$ cat config.mk
export PLATFORM = sky130hd
export DESIGN_NAME = gto_scale_sat
export DESIGN_NICKNAME = d
export VERILOG_FILES = /design/src/rtl/core/gto_pkg.sv /design/src/rtl/core/gto_scale_sat.sv
export SDC_FILE = /design/constraint.sdc
export NUM_CORES = 2
export LEC_CHECK = 0
export CAP_MARGIN = 20
export CORE_MARGIN = 10
export CORE_UTILIZATION = 65
export DETAILED_ROUTE_END_ITERATION = 8
export DONT_BUFFER_PORTS = 1
export PLACE_DENSITY = 0.9
export SLEW_MARGIN = 20
export SYNTH_ARGS = -nofsm -noshare
export SYNTH_HDL_FRONTEND = slang
export SYNTH_SLANG_ARGS = --single-unit
$ cat constraint.sdc
create_clock -name clk -period 8.8 [get_ports clk]
set_clock_uncertainty 0.1 [all_clocks]
set_input_delay 0.44 -clock clk [delete_from_list [all_inputs] [get_ports clk]]
set_output_delay 0.44 -clock clk [all_outputs]
set_load 0.02 [all_outputs]
$ cat src/rtl/core/gto_pkg.sv
// shared types, constants and tables of the groove timing offset block
// no dependencies
`default_nettype none

package gto_pkg;

  localparam int NSTG          = 9;
  localparam int POS_W         = 40;
  localparam int ID_W          = 32;
  localparam int OUT_W         = 24;
  localparam int SPS_W         = 32;
  localparam int STEPS_PER_BAR = 16;
  localparam int SLOT_W        = $clog2(STEPS_PER_BAR);

  localparam logic [ID_W-1:0] HASH_MUL = 32'd2654435761;

  // reciprocals for exact floor division by constants (ceil of 2^sh / d)
  localparam int Q_DIV_SH  = 37;
  localparam logic [27:0] Q_DIV_RCP  = 28'(((64'd1 << Q_DIV_SH) + 64'd599) / 64'd600);
  localparam int P_DIV_SH  = 45;
  localparam logic [31:0] P_DIV_RCP  = 32'(((64'd1 << P_DIV_SH) + 64'd15624) / 64'd15625);
  localparam int H_MOD_SH  = 41;
  localparam logic [31:0] H_MOD_RCP  = 32'(((64'd1 << H_MOD_SH) + 64'd999) / 64'd1000);
  localparam int SW_DIV_SH = 30;
  localparam logic [25:0] SW_DIV_RCP = 26'(((64'd1 << SW_DIV_SH) + 64'd24) / 64'd25);

  typedef enum logic [2:0] {
    REG_SWING_GRID        = 3'd0,
    REG_SWING_AMOUNT      = 3'd1,
    REG_POCKET_AMOUNT     = 3'd2,
    REG_HUMANIZE_AMOUNT   = 3'd3,
    REG_QUANTIZE_GRID     = 3'd4,
    REG_QUANTIZE_STRENGTH = 3'd5,
    REG_SAMPLES_PER_STEP  = 3'd6
  } gto_reg_t;

  typedef struct packed {
    logic [2:0]       swing_grid;
    logic [6:0]       swing_amount;
    logic [7:0]       pocket_amount;
    logic [6:0]       humanize_amount;
    logic [2:0]       quantize_grid;
    logic [6:0]       quantize_strength;
    logic [SPS_W-1:0] samples_per_step;
  } gto_cfg_t;

  localparam gto_cfg_t CFG_RST = '{
    swing_grid:        3'd1,
    swing_amount:      7'd0,
    pocket_amount:     8'd0,
    humanize_amount:   7'd0,
    quantize_grid:     3'd2,
    quantize_strength: 7'd0,
    samples_per_step:  '0
  };

  typedef struct packed {
    logic [NSTG-1:0] load;
  } gto_ctl_t;

  function automatic logic [6:0] sat_pct(input logic [6:0] v);
    return (v > 7'd100) ? 7'd100 : v;
  endfunction

  // grid period in sixths of a step
  function automatic logic [4:0] grid_sixths(input logic [2:0] code);
    logic [4:0] p;
    case (code)
      3'd0:    p = 5'd24;
      3'd1:    p = 5'd16;
      3'd2:    p = 5'd12;
      3'd3:    p = 5'd8;
      3'd4:    p = 5'd6;
      3'd5:    p = 5'd4;
      3'd6:    p = 5'd3;
      default: p = 5'd2;
    endcase
    return p;
  endfunction

  // 6 / period written as mul / 2^shift
  function automatic logic [1:0] grid_mul(input logic [2:0] code);
    logic [1:0] m;
    case (code)
      3'd0:    m = 2'd1;
      3'd1:    m = 2'd3;
      3'd2:    m = 2'd1;
      3'd3:    m = 2'd3;
      3'd4:    m = 2'd1;
      3'd5:    m = 2'd3;
      3'd6:    m = 2'd2;
      default: m = 2'd3;
    endcase
    return m;
  endfunction

  function automatic logic [1:0] grid_shift(input logic [2:0] code);
    logic [1:0] k;
    case (code)
      3'd0:    k = 2'd2;
      3'd1:    k = 2'd3;
      3'd2:    k = 2'd1;
      3'd3:    k = 2'd2;
      3'd4:    k = 2'd0;
      3'd5:    k = 2'd1;
      3'd6:    k = 2'd0;
      default: k = 2'd0;
    endcase
    return k;
  endfunction

  // metric weight 18*f/5*512, so the shift is |pk|*k / 15625 rounded
  function automatic logic [23:0] pocket_k(input logic [SLOT_W-1:0] slot);
    logic [23:0] k;
    if (slot == SLOT_W'(0))
      k = 24'd2764800;
    else if (slot == SLOT_W'(STEPS_PER_BAR / 2))
      k = 24'd4644864;
    else if (slot == SLOT_W'(STEPS_PER_BAR / 4) || slot == SLOT_W'(3 * STEPS_PER_BAR / 4))
      k = 24'd7464960;
    else if (!slot[0])
      k = 24'd9815040;
    else
      k = 24'd12165120;
    return k;
  endfunction

endpackage

`default_nettype wire

$ cat src/rtl/core/gto_scale_sat.sv
// stages 8 and 9: scale steps to samples, round and saturate to 24 bits
// depends on gto_pkg
`default_nettype none

module gto_scale_sat
  import gto_pkg::*;
(
  input  logic                    clk,
  input  gto_ctl_t                ctl,
  input  logic [SPS_W-1:0]        sps,
  input  logic                    tot_neg,
  input  logic [20:0]             tot_mag,
  output logic signed [OUT_W-1:0] offset
);

  logic [52:0]      s8_prod_nxt;
  logic [52:0]      s8_prod_r;
  logic             s8_neg_r;
  logic [52:0]      rnd;
  logic [28:0]      smp;
  logic [OUT_W-1:0] s9_out_nxt;
  logic [OUT_W-1:0] s9_out_r;

  assign s8_prod_nxt = 53'(tot_mag) * 53'(sps);

  always_ff @(posedge clk) begin
    if (ctl.load[7]) begin
      s8_prod_r <= s8_prod_nxt;
      s8_neg_r  <= tot_neg;
    end
  end

  always_comb begin
    rnd = s8_prod_r + (53'd1 << 23);
    smp = rnd[52:24];
    if (s8_neg_r) begin
      s9_out_nxt = (smp > 29'd8388608) ? 24'h800000 : (24'd0 - smp[23:0]);
    end else begin
      s9_out_nxt = (smp > 29'd8388607) ? 24'h7FFFFF : smp[23:0];
    end
  end

  always_ff @(posedge clk) begin
    if (ctl.load[8]) begin
      s9_out_r <= s9_out_nxt;
    end
  end

  assign offset = $signed(s9_out_r);

endmodule

`default_nettype wire

* Yosys cells after proc, flatten, opt, wreduce, memory -nomap -nowiden
Index checks and enable logic that the tools add are counted.
** Storage, ports and cells
- Bits in registers :: 78
- Logic and storage cells :: 11
** Operators by class
- Multiply operators :: 1
- Order comparisons :: 2
- Add/sub/neg operators :: 2
- Mux-type cells :: 3
** Operators with widths (count)
- $mux W24 :: 3
- $add A53 B24 Y53 const B :: 1
- $mul A21 B32 Y53 :: 1
- $gt A29 B23 Y1 const B :: 1
- $gt A29 B24 Y1 const B :: 1
- $sub A1 B24 Y24 const A :: 1

* Depth between registers and ports, before layout
- Word-level depth :: 4
- Gate-level depth with buffers :: 26
- Depth with buffers taken out :: 25

* Least setup slack after synthesis
No wires, ideal clock.
- Kind :: input to register
- Start point :: input sps[25]
- End point :: register s8_prod_r[51] (data pin)
- Stages :: 24
- Data required time :: 8.520 ns
- Path buffers :: 1
- Slack :: 1.947 ns
- Arrival :: 6.573 ns
- Cell sequence :: clkbuf_1 nand2_1 fa_1 inv_1 fa_1 inv_1 fa_1 inv_1 fa_1 fa_1 fa_1 inv_1 fa_1 inv_1 ha_1 a21o_1 a21o_1 a221oi_1 o21ai_0 o2111ai_1 a211oi_1 o31ai_1 nand2_1 a221oi_1
** On the way
- Longest elaborated chain between the ends :: 1
** RTL lines
- from (decl) :: line gto_scale_sat.sv:10 : input logic [SPS_W-1:0] sps,
- $mul A21 B32 Y53 :: line gto_scale_sat.sv:24 : assign s8_prod_nxt = 53'(tot_mag) * 53'(sps);
- named net s8_prod_nxt[51] :: line gto_scale_sat.sv:16 : logic [52:0] s8_prod_nxt;
- to (signal assigned) :: line gto_scale_sat.sv:28 : s8_prod_r <= s8_prod_nxt;
- to (decl) :: line gto_scale_sat.sv:17 : logic [52:0] s8_prod_r;
The timed path passes the listed nets, and every way through them passes these cells.
A chain may end at the register's enable or synchronous reset.

* Final worst setup path
- Start point :: input sps[5]
- End point :: register s8_prod_r[52] (data pin)
Same word-level chain as after synthesis.

==> run summary <==
Total GRT Usage: 0.285
ratio of final minimum period to clock period: 0.819
final slew viol count: 0
fmax: 139 MHz
MaxCap Viol Count: 0
clock sink count: 55
element type at the critical path start: primary input
Post-DP HPWL: 49.6 mm
FILL cells: 2799
Syn Area/Cell: 9.06 sq um
R2R Setup Slk: 4.62 ns
Inst Count DP: 3082
post-synth top area cell: fa_1
proportion of layout cells with a drive suffix above 1: 0.0190
register area share after synthesis: 0.0671
routed wire length: 64.7 mm
synth cell count leaders: inv_1 (624), fa_1 (566), nand2_1 (371), and2_1 (357), ha_1 (163)
number of unique standard cell types used by synthesis: 84
R2R depth: 10
clk_lat worst skew: 0.29 ns
DR vias/cell: 6.05
1st-iter DRT viols: 1619
Boundary Pins: 88
top-area cell type share of the netlist area: 0.461
initial antenna violation count: 1
Arr. time, crit path: 7.21 ns
largest net degree at the start of global routing: 36
Max Root-Sink Buffers: 2
predominant post-synthesis flop cell: edfxtp_1
Crit. End Element: flop
Antenna Cells: 0
drc violations: 0
HP Start: tot_neg
Final nets: 3371
run status: finished clean
gr ovfl total: 0
cell row count: 71
most frequent cell after synthesis: inv_1
synth warn: 0
Critical Path RT: 8.80 ns
GP Congestion: 0.897
Clock Pin Slew Worst Setup and Hold Paths: 0.07 ns
syn nets: 3510
Post-synth EDFFs: 55
TritonRoute pass-1 iters: 7
Fin Setup TNS: 0 ns
fin cells: 3090
synthesis-to-layout area growth: 0.783%
synthesized area: 24600 sq um
asr flop ratio synth: 0
Worst Max-Slew Pin Slew: 0.881 ns
CTS buffer count: 5
first-pass GRT wire length: 107 mm
Area contributors post-synth: fa_1 (46%), inv_1 (9.5%), and2_1 (9.1%), ha_1 (8.3%), edfxtp_1 (6.7%)
Synth Register Bits: 55
min Tclk post-route: 7.21 ns
CTS tree: yes
Final ANT Viol Nets: 0
WL/cell: 21.0 microns
number of H-tree levels: 2
Die X: 215 microns
Initial Utilization: 0.656
post-synthesis cell count: 2717
Setup CP Type: in2reg
RSZ-0062 raised after global routing: no
PortBufs: 0
total number of vias: 18700
post-CTS sizing: 0
Reg2Reg Launch Point: s8_prod_r[24]
hold buffer count at cts: 0
hold path cells: 0
area of the multi-input gates: 20000 sq um
die height: 215 microns
Worst Path Max Fanout: 21
setup bufs post-CTS: 0
Worst Hold Class: in2reg
full die area: 46000 sq um
Storage cell area: 1650 sq um
relative slew slack: 0.408
hold endpoint: s8_neg_r
CORE AREA: 37500 sq um
worst r2r dst: offset[12]
final setup fails: 0
root buf cell: clkbuf_16
number of global-route vias before repair: 21400
Fin. Hold Viols: 0
==> sequential cells by signal, summed over array words and instances, names as in the netlist <==
register   count
s8_neg_r       1
s8_prod_r     30
offset        24
==> critical path, cell delays in order <==
cell	delay, ns
and2_1	0.17
fa_1	0.56
inv_1	0.06
fa_1	0.54
inv_1	0.07
fa_1	0.47
fa_1	0.55
fa_1	0.44
fa_1	0.50
inv_1	0.06
fa_1	0.47
inv_1	0.05
ha_1	0.34
nand2_1	0.11
o211ai_1	0.26
o211ai_1	0.13
a311oi_1	0.74
o2111ai_1	0.30
a211oi_1	0.45
o31ai_1	0.18
a21o_1	0.21
o311ai_0	0.09
==> per-layer routing <==
layer  wire, microns  track usage  vias up  part of all wire
met5               0            0        -                 0
met3            6990       0.0636      329              0.11
met4            3210        0.126        0             0.050
met2           31600        0.478     1170              0.49
met1           23000        0.348     9389              0.35
li1                -            -     7820                 -
==> worst max-delay path by stage <==
| stage | startpoint | to | cells past startpoint |
|---|---|---|---|
| 2_1_floorplan | sps[25] | s8_prod_r[51] | 24 |
| 3_3_place_gp | tot_mag[5] | s8_prod_r[45] | 24 |
| 3_5_place_dp | tot_mag[5] | s8_prod_r[52] | 24 |
| 4_1_cts | tot_mag[5] | s8_prod_r[52] | 23 |
| 5_1_grt | tot_mag[5] | s8_prod_r[52] | 23 |
| 6_report | sps[5] | s8_prod_r[52] | 22 |
==> logic make-up after synthesis <==
kind of cell    Yosys count  share of synthesized area
simple gates            918                      0.194
buf+inv                 771                      0.120
compound gates          187                     0.0544
flops                    55                     0.0671
mux                       5                    0.00208
xor+xnor                 52                     0.0188
fa+ha+maj               729                      0.543
==> cell type report <==
type | count | area share
clock buffer | 5 | 0.00505
clock inverter | 3 | 0.000757
inverter | 624 | 0.0945
multi-input combinational | 1891 | 0.807
sequential | 55 | 0.0666
tap | 511 | 0.0258
timing repair buffer | 1 | 0.000303
==> through the flow <==
step                      instance area [sq um]  hold slack (ns)   util  setup slack, ns
final                                     24800            0.137  0.661             1.59
after global routing                      24800            0.126  0.661             1.33
after CTS                                 24800            0.134  0.661             1.67
after detailed placement                  24600            0.439  0.657             1.39
after global placement                    24600            0.439  0.657             1.53
after floorplan                           24600            0.439      -             1.95
==> cell usage in the layout (no fill, tap or decap), types with 31 or more instances in the layout <==
master,synthesis,layout
and2_1,357,357
edfxtp_1,55,55
nor2_1,42,42
o21ai_0,31,31
xnor2_1,33,33
ha_1,163,163
inv_1,624,624
nand2_1,371,371
fa_1,566,566
nand3_1,36,36
a21oi_1,50,50
Power is left out: the tool's default activity adds up to more than one toggle a clock period on the data nets, which glitch-free logic cannot reach.
