[src/rtl/core/gto_pkg.sv]
// shared types, constants and tables of the groove timing offset block
// no dependencies
`default_nettype none

package gto_pkg;

  localparam int NSTG          = 9;
  localparam int POS_W         = 40;
  localparam int ID_W          = 32;
  localparam int OUT_W         = 24;
  localparam int SPS_W         = 32;
  localparam int STEPS_PER_BAR = 16;
  localparam int SLOT_W        = $clog2(STEPS_PER_BAR);

  localparam logic [ID_W-1:0] HASH_MUL = 32'd2654435761;

  // reciprocals for exact floor division by constants (ceil of 2^sh / d)
  localparam int Q_DIV_SH  = 37;
  localparam logic [27:0] Q_DIV_RCP  = 28'(((64'd1 << Q_DIV_SH) + 64'd599) / 64'd600);
  localparam int P_DIV_SH  = 45;
  localparam logic [31:0] P_DIV_RCP  = 32'(((64'd1 << P_DIV_SH) + 64'd15624) / 64'd15625);
  localparam int H_MOD_SH  = 41;
  localparam logic [31:0] H_MOD_RCP  = 32'(((64'd1 << H_MOD_SH) + 64'd999) / 64'd1000);
  localparam int SW_DIV_SH = 30;
  localparam logic [25:0] SW_DIV_RCP = 26'(((64'd1 << SW_DIV_SH) + 64'd24) / 64'd25);

  typedef enum logic [2:0] {
    REG_SWING_GRID        = 3'd0,
    REG_SWING_AMOUNT      = 3'd1,
    REG_POCKET_AMOUNT     = 3'd2,
    REG_HUMANIZE_AMOUNT   = 3'd3,
    REG_QUANTIZE_GRID     = 3'd4,
    REG_QUANTIZE_STRENGTH = 3'd5,
    REG_SAMPLES_PER_STEP  = 3'd6
  } gto_reg_t;

  typedef struct packed {
    logic [2:0]       swing_grid;
    logic [6:0]       swing_amount;
    logic [7:0]       pocket_amount;
    logic [6:0]       humanize_amount;
    logic [2:0]       quantize_grid;
    logic [6:0]       quantize_strength;
    logic [SPS_W-1:0] samples_per_step;
  } gto_cfg_t;

  localparam gto_cfg_t CFG_RST = '{
    swing_grid:        3'd1,
    swing_amount:      7'd0,
    pocket_amount:     8'd0,
    humanize_amount:   7'd0,
    quantize_grid:     3'd2,
    quantize_strength: 7'd0,
    samples_per_step:  '0
  };

  typedef struct packed {
    logic [NSTG-1:0] load;
  } gto_ctl_t;

  function automatic logic [6:0] sat_pct(input logic [6:0] v);
    return (v > 7'd100) ? 7'd100 : v;
  endfunction

  // grid period in sixths of a step
  function automatic logic [4:0] grid_sixths(input logic [2:0] code);
    logic [4:0] p;
    case (code)
      3'd0:    p = 5'd24;
      3'd1:    p = 5'd16;
      3'd2:    p = 5'd12;
      3'd3:    p = 5'd8;
      3'd4:    p = 5'd6;
      3'd5:    p = 5'd4;
      3'd6:    p = 5'd3;
      default: p = 5'd2;
    endcase
    return p;
  endfunction

  // 6 / period written as mul / 2^shift
  function automatic logic [1:0] grid_mul(input logic [2:0] code);
    logic [1:0] m;
    case (code)
      3'd0:    m = 2'd1;
      3'd1:    m = 2'd3;
      3'd2:    m = 2'd1;
      3'd3:    m = 2'd3;
      3'd4:    m = 2'd1;
      3'd5:    m = 2'd3;
      3'd6:    m = 2'd2;
      default: m = 2'd3;
    endcase
    return m;
  endfunction

  function automatic logic [1:0] grid_shift(input logic [2:0] code);
    logic [1:0] k;
    case (code)
      3'd0:    k = 2'd2;
      3'd1:    k = 2'd3;
      3'd2:    k = 2'd1;
      3'd3:    k = 2'd2;
      3'd4:    k = 2'd0;
      3'd5:    k = 2'd1;
      3'd6:    k = 2'd0;
      default: k = 2'd0;
    endcase
    return k;
  endfunction

  // metric weight 18*f/5*512, so the shift is |pk|*k / 15625 rounded
  function automatic logic [23:0] pocket_k(input logic [SLOT_W-1:0] slot);
    logic [23:0] k;
    if (slot == SLOT_W'(0))
      k = 24'd2764800;
    else if (slot == SLOT_W'(STEPS_PER_BAR / 2))
      k = 24'd4644864;
    else if (slot == SLOT_W'(STEPS_PER_BAR / 4) || slot == SLOT_W'(3 * STEPS_PER_BAR / 4))
      k = 24'd7464960;
    else if (!slot[0])
      k = 24'd9815040;
    else
      k = 24'd12165120;
    return k;
  endfunction

endpackage

`default_nettype wire

[src/rtl/core/gto_pipe_ctl.sv]
// valid bits and per-stage load enables of the offset pipeline
// depends on gto_pkg
`default_nettype none

module gto_pipe_ctl
  import gto_pkg::*;
(
  input  logic     clk,
  input  logic     rst_n,
  input  logic     in_valid,
  output logic     in_ready,
  output logic     out_valid,
  input  logic     out_ready,
  output gto_ctl_t ctl
);

  logic [NSTG-1:0] vld_r;
  logic [NSTG-1:0] vld_nxt;
  logic [NSTG-1:0] load;

  // a stage takes new data when empty or when its content moves on
  always_comb begin
    load[NSTG-1] = !vld_r[NSTG-1] || out_ready;
    for (int i = NSTG - 2; i >= 0; i--) begin
      load[i] = !vld_r[i] || load[i+1];
    end
  end

  always_comb begin
    vld_nxt[0] = load[0] ? in_valid : vld_r[0];
    for (int i = 1; i < NSTG; i++) begin
      vld_nxt[i] = load[i] ? vld_r[i-1] : vld_r[i];
    end
  end

  always_ff @(posedge clk) begin
    if (!rst_n) begin
      vld_r <= '0;
    end else begin
      vld_r <= vld_nxt;
    end
  end

  assign in_ready  = load[0];
  assign out_valid = vld_r[NSTG-1];
  assign ctl.load  = load;

endmodule

`default_nettype wire

[config.mk]
export PLATFORM = sky130hd
export DESIGN_NAME = gto_pipe_ctl
export DESIGN_NICKNAME = d
export VERILOG_FILES = /design/src/rtl/core/gto_pkg.sv /design/src/rtl/core/gto_pipe_ctl.sv
export SDC_FILE = /design/constraint.sdc
export NUM_CORES = 1
export LEC_CHECK = 0
export ABC_AREA = 1
export BUFFER_PORTS_ARGS = -buffer_cell sky130_fd_sc_hd__buf_2
export CORE_AREA = 2 2 39 41
export DETAILED_ROUTE_END_ITERATION = 7
export DIE_AREA = 0 0 41 43
export PLACE_DENSITY = 0.59
export SETUP_SLACK_MARGIN = 0.5
export SLEW_MARGIN = 20
export SYNTH_ARGS = -nofsm -noshare
export SYNTH_HDL_FRONTEND = slang
export SYNTH_SLANG_ARGS = --single-unit
[constraint.sdc]
create_clock -name clk -period 2.2 [get_ports clk]
set_input_delay 0.11 -clock clk [delete_from_list [all_inputs] [get_ports clk]]
set_output_delay 0.11 -clock clk [all_outputs]
set_load 0.05 [all_outputs]
# --- After elaboration in Yosys (flattened, before gate mapping) ---
# Index checks and enable logic that the tools add are counted.
totals:
  ff_bits: 9
  input_bits: 4
  out_inout_bits: 11
  elab_cells: 27
classes:
  n_reduce_logical: 18
op_table:
  columns: ["op", "count"]
  rows:
  - ["$logic_not 1->1", 9]
  - ["$logic_or 1x1->1", 9]

# --- Depth between registers and ports, before layout ---
# Gate-level depths: netlist of the first run.
logic_depth:
  depth_word: 10
  mapped_depth: 7
  mapped_depth_nobuf: 7

# --- Worst setup path before layout of the first run ---
# OpenSTA, ideal clock, no wires.
synth_path:
  path_kind: "reg2out"
  startpoint: "register vld_r[8]"
  endpoint: "output ctl[0] (netlist bit)"
  arrival_ns: 2.346
  required_time_ns: 2.090
  path_slack_ns: -0.256
  path_stages_with_launch: 7
  n_path_buf: 1
  path_cell_list: "dfxtp_1 -> nand3_2 -> nor2_4 -> nand4_4 -> nor2_4 -> nand3_2 -> buf_4"
synth_lines:
  columns: ["item", "line_no", "source"]
  rows:
  - ["from (decl)", "gto_pipe_ctl.sv:17", "logic [NSTG-1:0] vld_r;"]
  - ["from (signal assigned)", "gto_pipe_ctl.sv:40", "vld_r <= vld_nxt;"]
  - ["to (decl)", "gto_pipe_ctl.sv:14", "output gto_ctl_t ctl"]

# --- Final worst setup path of the first run ---
layout_path:
  startpoint: "register vld_r[7]"
  endpoint: "output in_ready"
layout_via:
  elab_chain_len: 9
layout_lines:
  columns: ["item", "line_no", "source"]
  rows:
  - ["$logic_not 1->1", "gto_pipe_ctl.sv:25", "load[i] = !vld_r[i] || load[i+1];"]
  - ["$logic_or 1x1->1 (8 in a row)", "gto_pipe_ctl.sv:25", null]
  - ["to (decl)", "gto_pipe_ctl.sv:11", "output logic in_ready,"]
# No other way between the ends.

==> metrics.yaml, run 1 <==
logic_synthesis:
  synth-seq-area-share_pct: 49.5
  synth_top_family_by_area: "simple AND/OR/NAND/NOR gates"
  yosysWarningCount: 0
  ys_seq_elements: 9
  synthMuxAreaShare_pct: 0
  syn_avg_cell_area_um2: 8.88
  synth_compound_area_share_pct: 11.7
  synth_cell_types: 12
  yosysTopAreaCellShare_pct: 49.5
  synth_top_area_cell: "dfxtp_1"
  synthSimpleGateAreaFrac_pct: 24.4
  yosys.area_share.xor_xnor_pct: 0
  synth_area_leaders: "dfxtp_1 49%, inv_1 11%, a21oi_1 9.6%"
  syn-num-nets: 45
  synth_area_um2: 364
  netlist_instances: 41
  synthAdderAreaFrac_pct: 0
place:
  post-dp-hpwl_um: 496
  dpl.cell_count: 70
  io_buffer_count: 14
  place.gp.congestion: 0.667
global_route:
  grt_usage_pct: 9.16
  grt_pass1_wl_um: 1000
  antenna_found_initial: 0
  grt_pass1_vias: 251
  grt_overflow: 0
  grt_max_degree: 9
cts:
  cts_hold_buf: 0
  cts_max_level: 1
  cts_setup_buffers: 0
  cts.sinks: 9
  clockBufferDepth: 2
  cts_resized: 0
  cts_root_buf: "clkbuf_4"
  clock_latency_ps: 260
  numCtsBuffers: 3
  cts.clk_slew.worst_paths_ps: 70
  cts_tree: "yes"
power_and_ir_drop:
  powerDensity_mw_per_mm2: 618
  clockPowerShare_pct: 42.2
  p_leak_nw: 0.189
  peakVddDrop_v: 0.000238
  fin_total_pwr_mw: 0.306
  power_frac_comb_pct: 3.1
  switching_share_pct: 23.1
  p_sw_mw: 0.0708
  power_frac_seq_pct: 54.6
  p_int_mw: 0.236
timing:
  rsz0062_at_grt: "false"
  hold_viol: 0
  fin_crit_sh_pct: 72.0
  fin_tns_setup_ps: 0
  period_minus_slack_ps: 1580
  maxSlewHeadroom_pct: 83.9
  drv_slew: 0
  skew_ps: 6.14
  max_freq_mhz: 631
  setup_viol: 0
  max_slew.worst_pin.slew_ps: 241
  fin_hold_ws_ps: 62.2
detailed_routing:
  drtPass1Iterations: 4
  ant_nets: 0
  drc: 0
  drt-total-wl_um: 635
  num_vias: 299
  wire_per_inst_um: 8.58
  drt-initial-drc-count: 2
  drt-vias-per-instance: 4.04
setup_path:
  worstPathMaxFanout: 4
  startpoint_type: "flop"
  crit_slowest_cell: "dfxtp_1"
  worstSetupPathType: "flop to primary output"
  max_stage_delay_ps: 370
  worst_setup_path_end_kind: "primary output"
  required_ps: 2090
  crit_chain: "nand3_4 -> nor2_4 -> nand4_4 -> nor2_4 -> nand3_4 -> buf_2"
  worst-r2r-cell-count: 6
  worstPathArrival_ps: 1470
final_layout:
  layout_common_cells: "14 x buf_2, 11 x inv_1, 8 x dfxtp_1"
  final_util_pct: 35.8
  nets: 63
  layout_commonest_cell: "buf_2"
  drive_above_1_share_pct: 46.6
  largest_reg_flops: 9
  reg.largest.list: "vld_r x9"
  diodes: 0
  fin_cells: 74
  syn2layout_area_growth_pct: 36.1
  regMostFlops: "vld_r"
  fill_cells: 157
floorplanning:
  core-area_mm2: 0.00138
  die-width_um: 41
  initial_core_util_pct: 26.3
  io-pin-count: 15
  fp-row-count: 14
  die_y_um: 43
  die-area_mm2: 0.00176
min_path:
  min_path_cells: 2
  hp-class: "input port to flop"
run_status:
  outcome: "completed"
flow_run:
  cap_violations: 0
==> final timing paths <==
check | startpoint | to | slack [ps]
worst min register to register | vld_r[7] | vld_r[8] | 490
worst max-delay path | vld_r[7] | in_ready | 620
worst max register to register | vld_r[7] | vld_r[0] | 1000
worst min-delay path | rst_n | vld_r[2] | 60
==> worst max-delay path: cells and delay by family, from the launching register on <==
family,cells,cell delay (ps)
flip-flops,1,370
AND/OR/NAND/NOR,5,630
buffers and inverters,1,220
==> stage by stage <==
stage               instance area [um2]  setup slack (ps)
floorplan                           389               352
global placement                    468               907
detailed placement                  468               894
CTS                                 495               597
global route                        495               519
finish                              495               616
==> synthesized netlist by cell type <==
cell type  count
nand2_1        3
nand4_4        1
nor2_1         2
buf_4          1
inv_2          1
a21oi_1        7
inv_1         11
o21a_1         1
nor2_2         1
nor2_4         2
dfxtp_1        9
nand3_2        2
==> cell type report <==
class	instances	area (um2)	share of cell area (%)
well taps	16	20.0	4.04
multi-input cells	19	149	30.1
clock buffers	3	22.5	4.55
clock inverters	1	5.00	1.01
flip-flops and latches	9	184	37.1
inverters	12	45.0	9.09
repair buffers	14	70.1	14.1
==> routing by layer <==
metal / global-route usage, % / vias to the layer above / wire (um)
met3: 4.71 / 0 / 27
met2: 11.9 / 6 / 333
li1: - / 156 / -
met1: 9.42 / 137 / 273
met4: 10.0 / 0 / 0
met5: 0 / - / 0
==> power groups by stage <==
stage          Combinational (mW)  Sequential (mW)  Clock [mW]
2_1_floorplan             0.00575            0.171           0
6_report                  0.00962            0.167       0.129
5_1_grt                    0.0113            0.168       0.147
3_3_place_gp              0.00958            0.171           0
4_1_cts                   0.00987            0.167       0.135
3_5_place_dp              0.00987            0.171           0
==> kinds of logic after synthesis <==
family	Yosys count
flops	9
simple gates	11
buf+inv	13
compound gates	8
(Power assumes the default switching activity.)
==> run 2: changes to the inputs <==
--- a/config.mk
+++ b/config.mk
@@ -5,12 +5,12 @@
 export SDC_FILE = /design/constraint.sdc
 export NUM_CORES = 1
 export LEC_CHECK = 0
-export ABC_AREA = 1
+export ABC_AREA = 0
 export BUFFER_PORTS_ARGS = -buffer_cell sky130_fd_sc_hd__buf_2
 export CORE_AREA = 2 2 39 41
 export DETAILED_ROUTE_END_ITERATION = 7
 export DIE_AREA = 0 0 41 43
-export PLACE_DENSITY = 0.59
+export PLACE_DENSITY = 0.62
 export SETUP_SLACK_MARGIN = 0.5
 export SLEW_MARGIN = 20
 export SYNTH_ARGS = -nofsm -noshare
==> constraint.sdc (replaced) <==
create_clock -name clk -period 1.3 [get_ports clk]
set_input_delay 0.065 -clock clk [delete_from_list [all_inputs] [get_ports clk]]
set_output_delay 0.065 -clock clk [all_outputs]
set_load 0.05 [all_outputs]
==> run 2 against run 1 <==
- the run now ends with setup timing left
- critical path type unchanged
- register-to-register slack worse by 1100 ps
- combinational power up 150%
- core utilization up 18 points
- non-clock buffer count up 12
- critical path depth down 1
- synthesized area up 3.4%
- final cell count up 19%
- die area unchanged
- total power up 72%
- global-route usage up 3.0 points
- highest routed layer is now met4
- first-iteration DRC count up 50%
- largest power group unchanged
==> metrics.yaml, run 2 <==
detailed_routing:
  drt-vias-per-instance: 4.39  # +8.6%
  drt-initial-drc-count: 3  # +1
  ant_nets: 0  # unchanged
  drc: 0  # unchanged
  drtPass1Iterations: 2  # -2
  wire_per_inst_um: 10.6  # +23%
  num_vias: 386  # +29%
  drt-total-wl_um: 930  # +46%
global_route:
  grtUsageMet2_pct: 18.1  # +6.3 points
  grt_overflow: 0  # unchanged
  antenna_found_initial: 0  # unchanged
  grt_pass1_wl_um: 1360  # +36%
  use_met1_pct: 12.6  # +3.2 points
  grt_usage_pct: 12.2  # +3.0 points
  grt_max_degree: 14  # +5
  busiest_layer: "met2"
  grt_pass1_vias: 347  # +38%
  gr-usage-met3_pct: 3.14  # -1.6 points
timing:
  drv_slew: 0  # unchanged
  fin_crit_sh_pct: 115
  maxSlewHeadroom_pct: 81.8  # -2.2 points
  setup_viol: 10  # +10
  rsz0062_at_grt: "true"
  hold_viol: 0  # unchanged
  finalWorstSetupSlack_ps: -189  # -805 ps
  period_minus_slack_ps: 1490
  max_freq_mhz: 672
  max_slew.worst_pin.slew_ps: 273  # +32.3 ps
  skew_ps: 4.31  # -1.83 ps
run_status:
  violations: "setup timing"
  outcome: "complete, but fails checks"
final_layout:
  layout_commonest_cell: "buf_6"
  fin_cells: 88  # +19%
  drive_above_1_share_pct: 65.3  # +19 points
  syn2layout_area_growth_pct: 98.0
  nets: 77  # +22%
  diodes: 0  # unchanged
  final_area_um2: 746  # +51%
  final_util_pct: 53.9  # +18 points
  regMostFlops: "vld_r"
  layout_common_cells: "8 x buf_6, 7 x nand2_1, 7 x buf_4, 7 x dfxtp_1, 6 x buf_8"
  largest_reg_flops: 9  # unchanged
  reg.largest.list: "vld_r x9"
floorplanning:
  die_y_um: 43  # unchanged
  core-area_mm2: 0.00138  # unchanged
  fp-row-count: 14  # unchanged
  die-area_mm2: 0.00176  # unchanged
  initial_core_util_pct: 27.2  # +0.90 points
  die-width_um: 41  # unchanged
  io-pin-count: 15  # unchanged
logic_synthesis:
  netlist_instances: 44  # +7.3%
  yosysTopAreaCellShare_pct: 47.8  # -1.6 points
  ys_seq_elements: 9  # unchanged
  synth_area_leaders: "dfxtp_1 48%, nand2_1 10%, nand3_1 6.6%"
  synth_cell_types: 17  # +5
  synth-seq-area-share_pct: 47.8  # -1.6 points
  synth_area_um2: 377  # +3.4%
  async_reset_ff_share_pct: 0  # unchanged
  syn_avg_cell_area_um2: 8.56  # -3.6%
  synth_top_area_cell: "dfxtp_1"
  synth_commonest_cells: "10 x nand2_1, 9 x dfxtp_1, 5 x nand3_1"
  yosysWarningCount: 0  # unchanged
  syn-num-nets: 48  # +6.7%
  synthFlopType: "dfxtp_1"
  synth-edff-count: 0  # unchanged
  yosysMostFrequentCell: "nand2_1"
place:
  preCtsSetupSlack_ps: 56.0  # -838 ps
  place.gp.congestion: 0.691  # +3.5%
  io_buffer_count: 14  # unchanged
  post-dp-hpwl_um: 552  # +11%
  dpl.cell_count: 74  # +5.7%
  placed_cell_area_um2: 504  # +7.8%
power_and_ir_drop:
  fin_total_pwr_mw: 0.526  # +72%
  peakVddDrop_v: 0.000394  # +65%
  p_leak_nw: 0.320  # +69%
  powerDensity_mw_per_mm2: 706  # +14%
cts:
  clock_latency_ps: 260  # about the same
  cts.clk_slew.worst_paths_ps: 60  # about the same
  cts_max_level: 1  # unchanged
  cts_tree: "yes"
  clockBufferDepth: 2  # unchanged
  cts_root_buf: "clkbuf_4"
  cts.sinks: 9  # unchanged
  numCtsBuffers: 3  # unchanged
min_path:
  hold_end: "vld_r[2]"
  min-delay-start: "rst_n"
  min_path_cells: 2  # unchanged
  hp-class: "input port to flop"
setup_path:
  required_ps: 1240  # -850 ps
  r2r-end: "vld_r[3]"
  reg2reg_from: "vld_r[8]"
  worst_setup_path_end_kind: "primary output"
  worst-r2r-cell-count: 8  # +2
  rrSetupSlack_ps: -70  # -1070 ps
  worstSetupPathType: "flop to primary output"
  worstPathArrival_ps: 1420  # -50 ps
  startpoint_type: "flop"
  worstPathMaxFanout: 4  # unchanged
flow_run:
  cap_violations: 0  # unchanged
[run 2: worst max path at each step]
| stage | start | endpoint | slack (ps) |
|---|---|---|---|
| CTS | vld_r[8] | in_ready | -220 |
| global route | vld_r[8] | ctl[1] | -260 |
| floorplan | vld_r[8] | ctl[0] | -200 |
| global placement | vld_r[7] | ctl[2] | 60 |
| detailed placement | vld_r[8] | ctl[2] | 60 |
| finish | vld_r[8] | in_ready | -190 |
[run 2: report_power, final]
group,switching [mW],internal [mW],leakage [nW],total [mW]
logic,0.0113,0.0126,0.230,0.0239
clock network,0.0999,0.118,0.0150,0.218
registers,0.00529,0.279,0.0744,0.284
[run 2: routing by layer]
layer / wire length, um / share of wire, %
met1: 376 / 40
met2: 504 / 54
met3: 37 / 4.0
met4: 12 / 1.3
met5: 0 / 0
[run 2: cells by family (layout without fill, tap and decap cells)]
group / Yosys count / count (layout) / synth area share (%)
AO/OA/AOI/OAI: 9 / 9 / 16.6
flip-flops: 9 / 9 / 47.8
buffers and inverters: 6 / 34 / 6.98
AND/OR/NAND/NOR: 20 / 20 / 28.6
[run 2: what timing repair did]
item | CTS | global route
endpoints found under the setup margin | 19 | 20
gates cloned | 0 | 0
pin swaps | 6 | 9
hold buffers | 1 | 0
endpoints found under the hold margin | 1 | 0
resized for setup | 33 | 8
setup buffers | 5 | 4
[run 2: metrics by stage]
| stage | hold slack (ps) | setup TNS (ps) |
|---|---|---|
| after global placement | 263 | 0 |
| after global routing | 139 | -2030 |
| after detailed placement | 272 | 0 |
| final | 141 | -1410 |
| after CTS | 130 | -1400 |
| after floorplan | 178 | -801 |
[run 2: critical path, cell delays in order (launching register included)]
cell and delay (ps):
dfxtp_4 340, and3b_2 240, inv_6 40, nor3_4 270, nand3_4 110, buf_6 160
[run 2: cell type report]
type                       instances  area, um2
clock buffer                       4       26.3
fill                             126        638
inverter                           4       20.0
multi-input combinational         29        231
sequential                         9        185
tap                               16       20.0
timing repair buffer              26        263
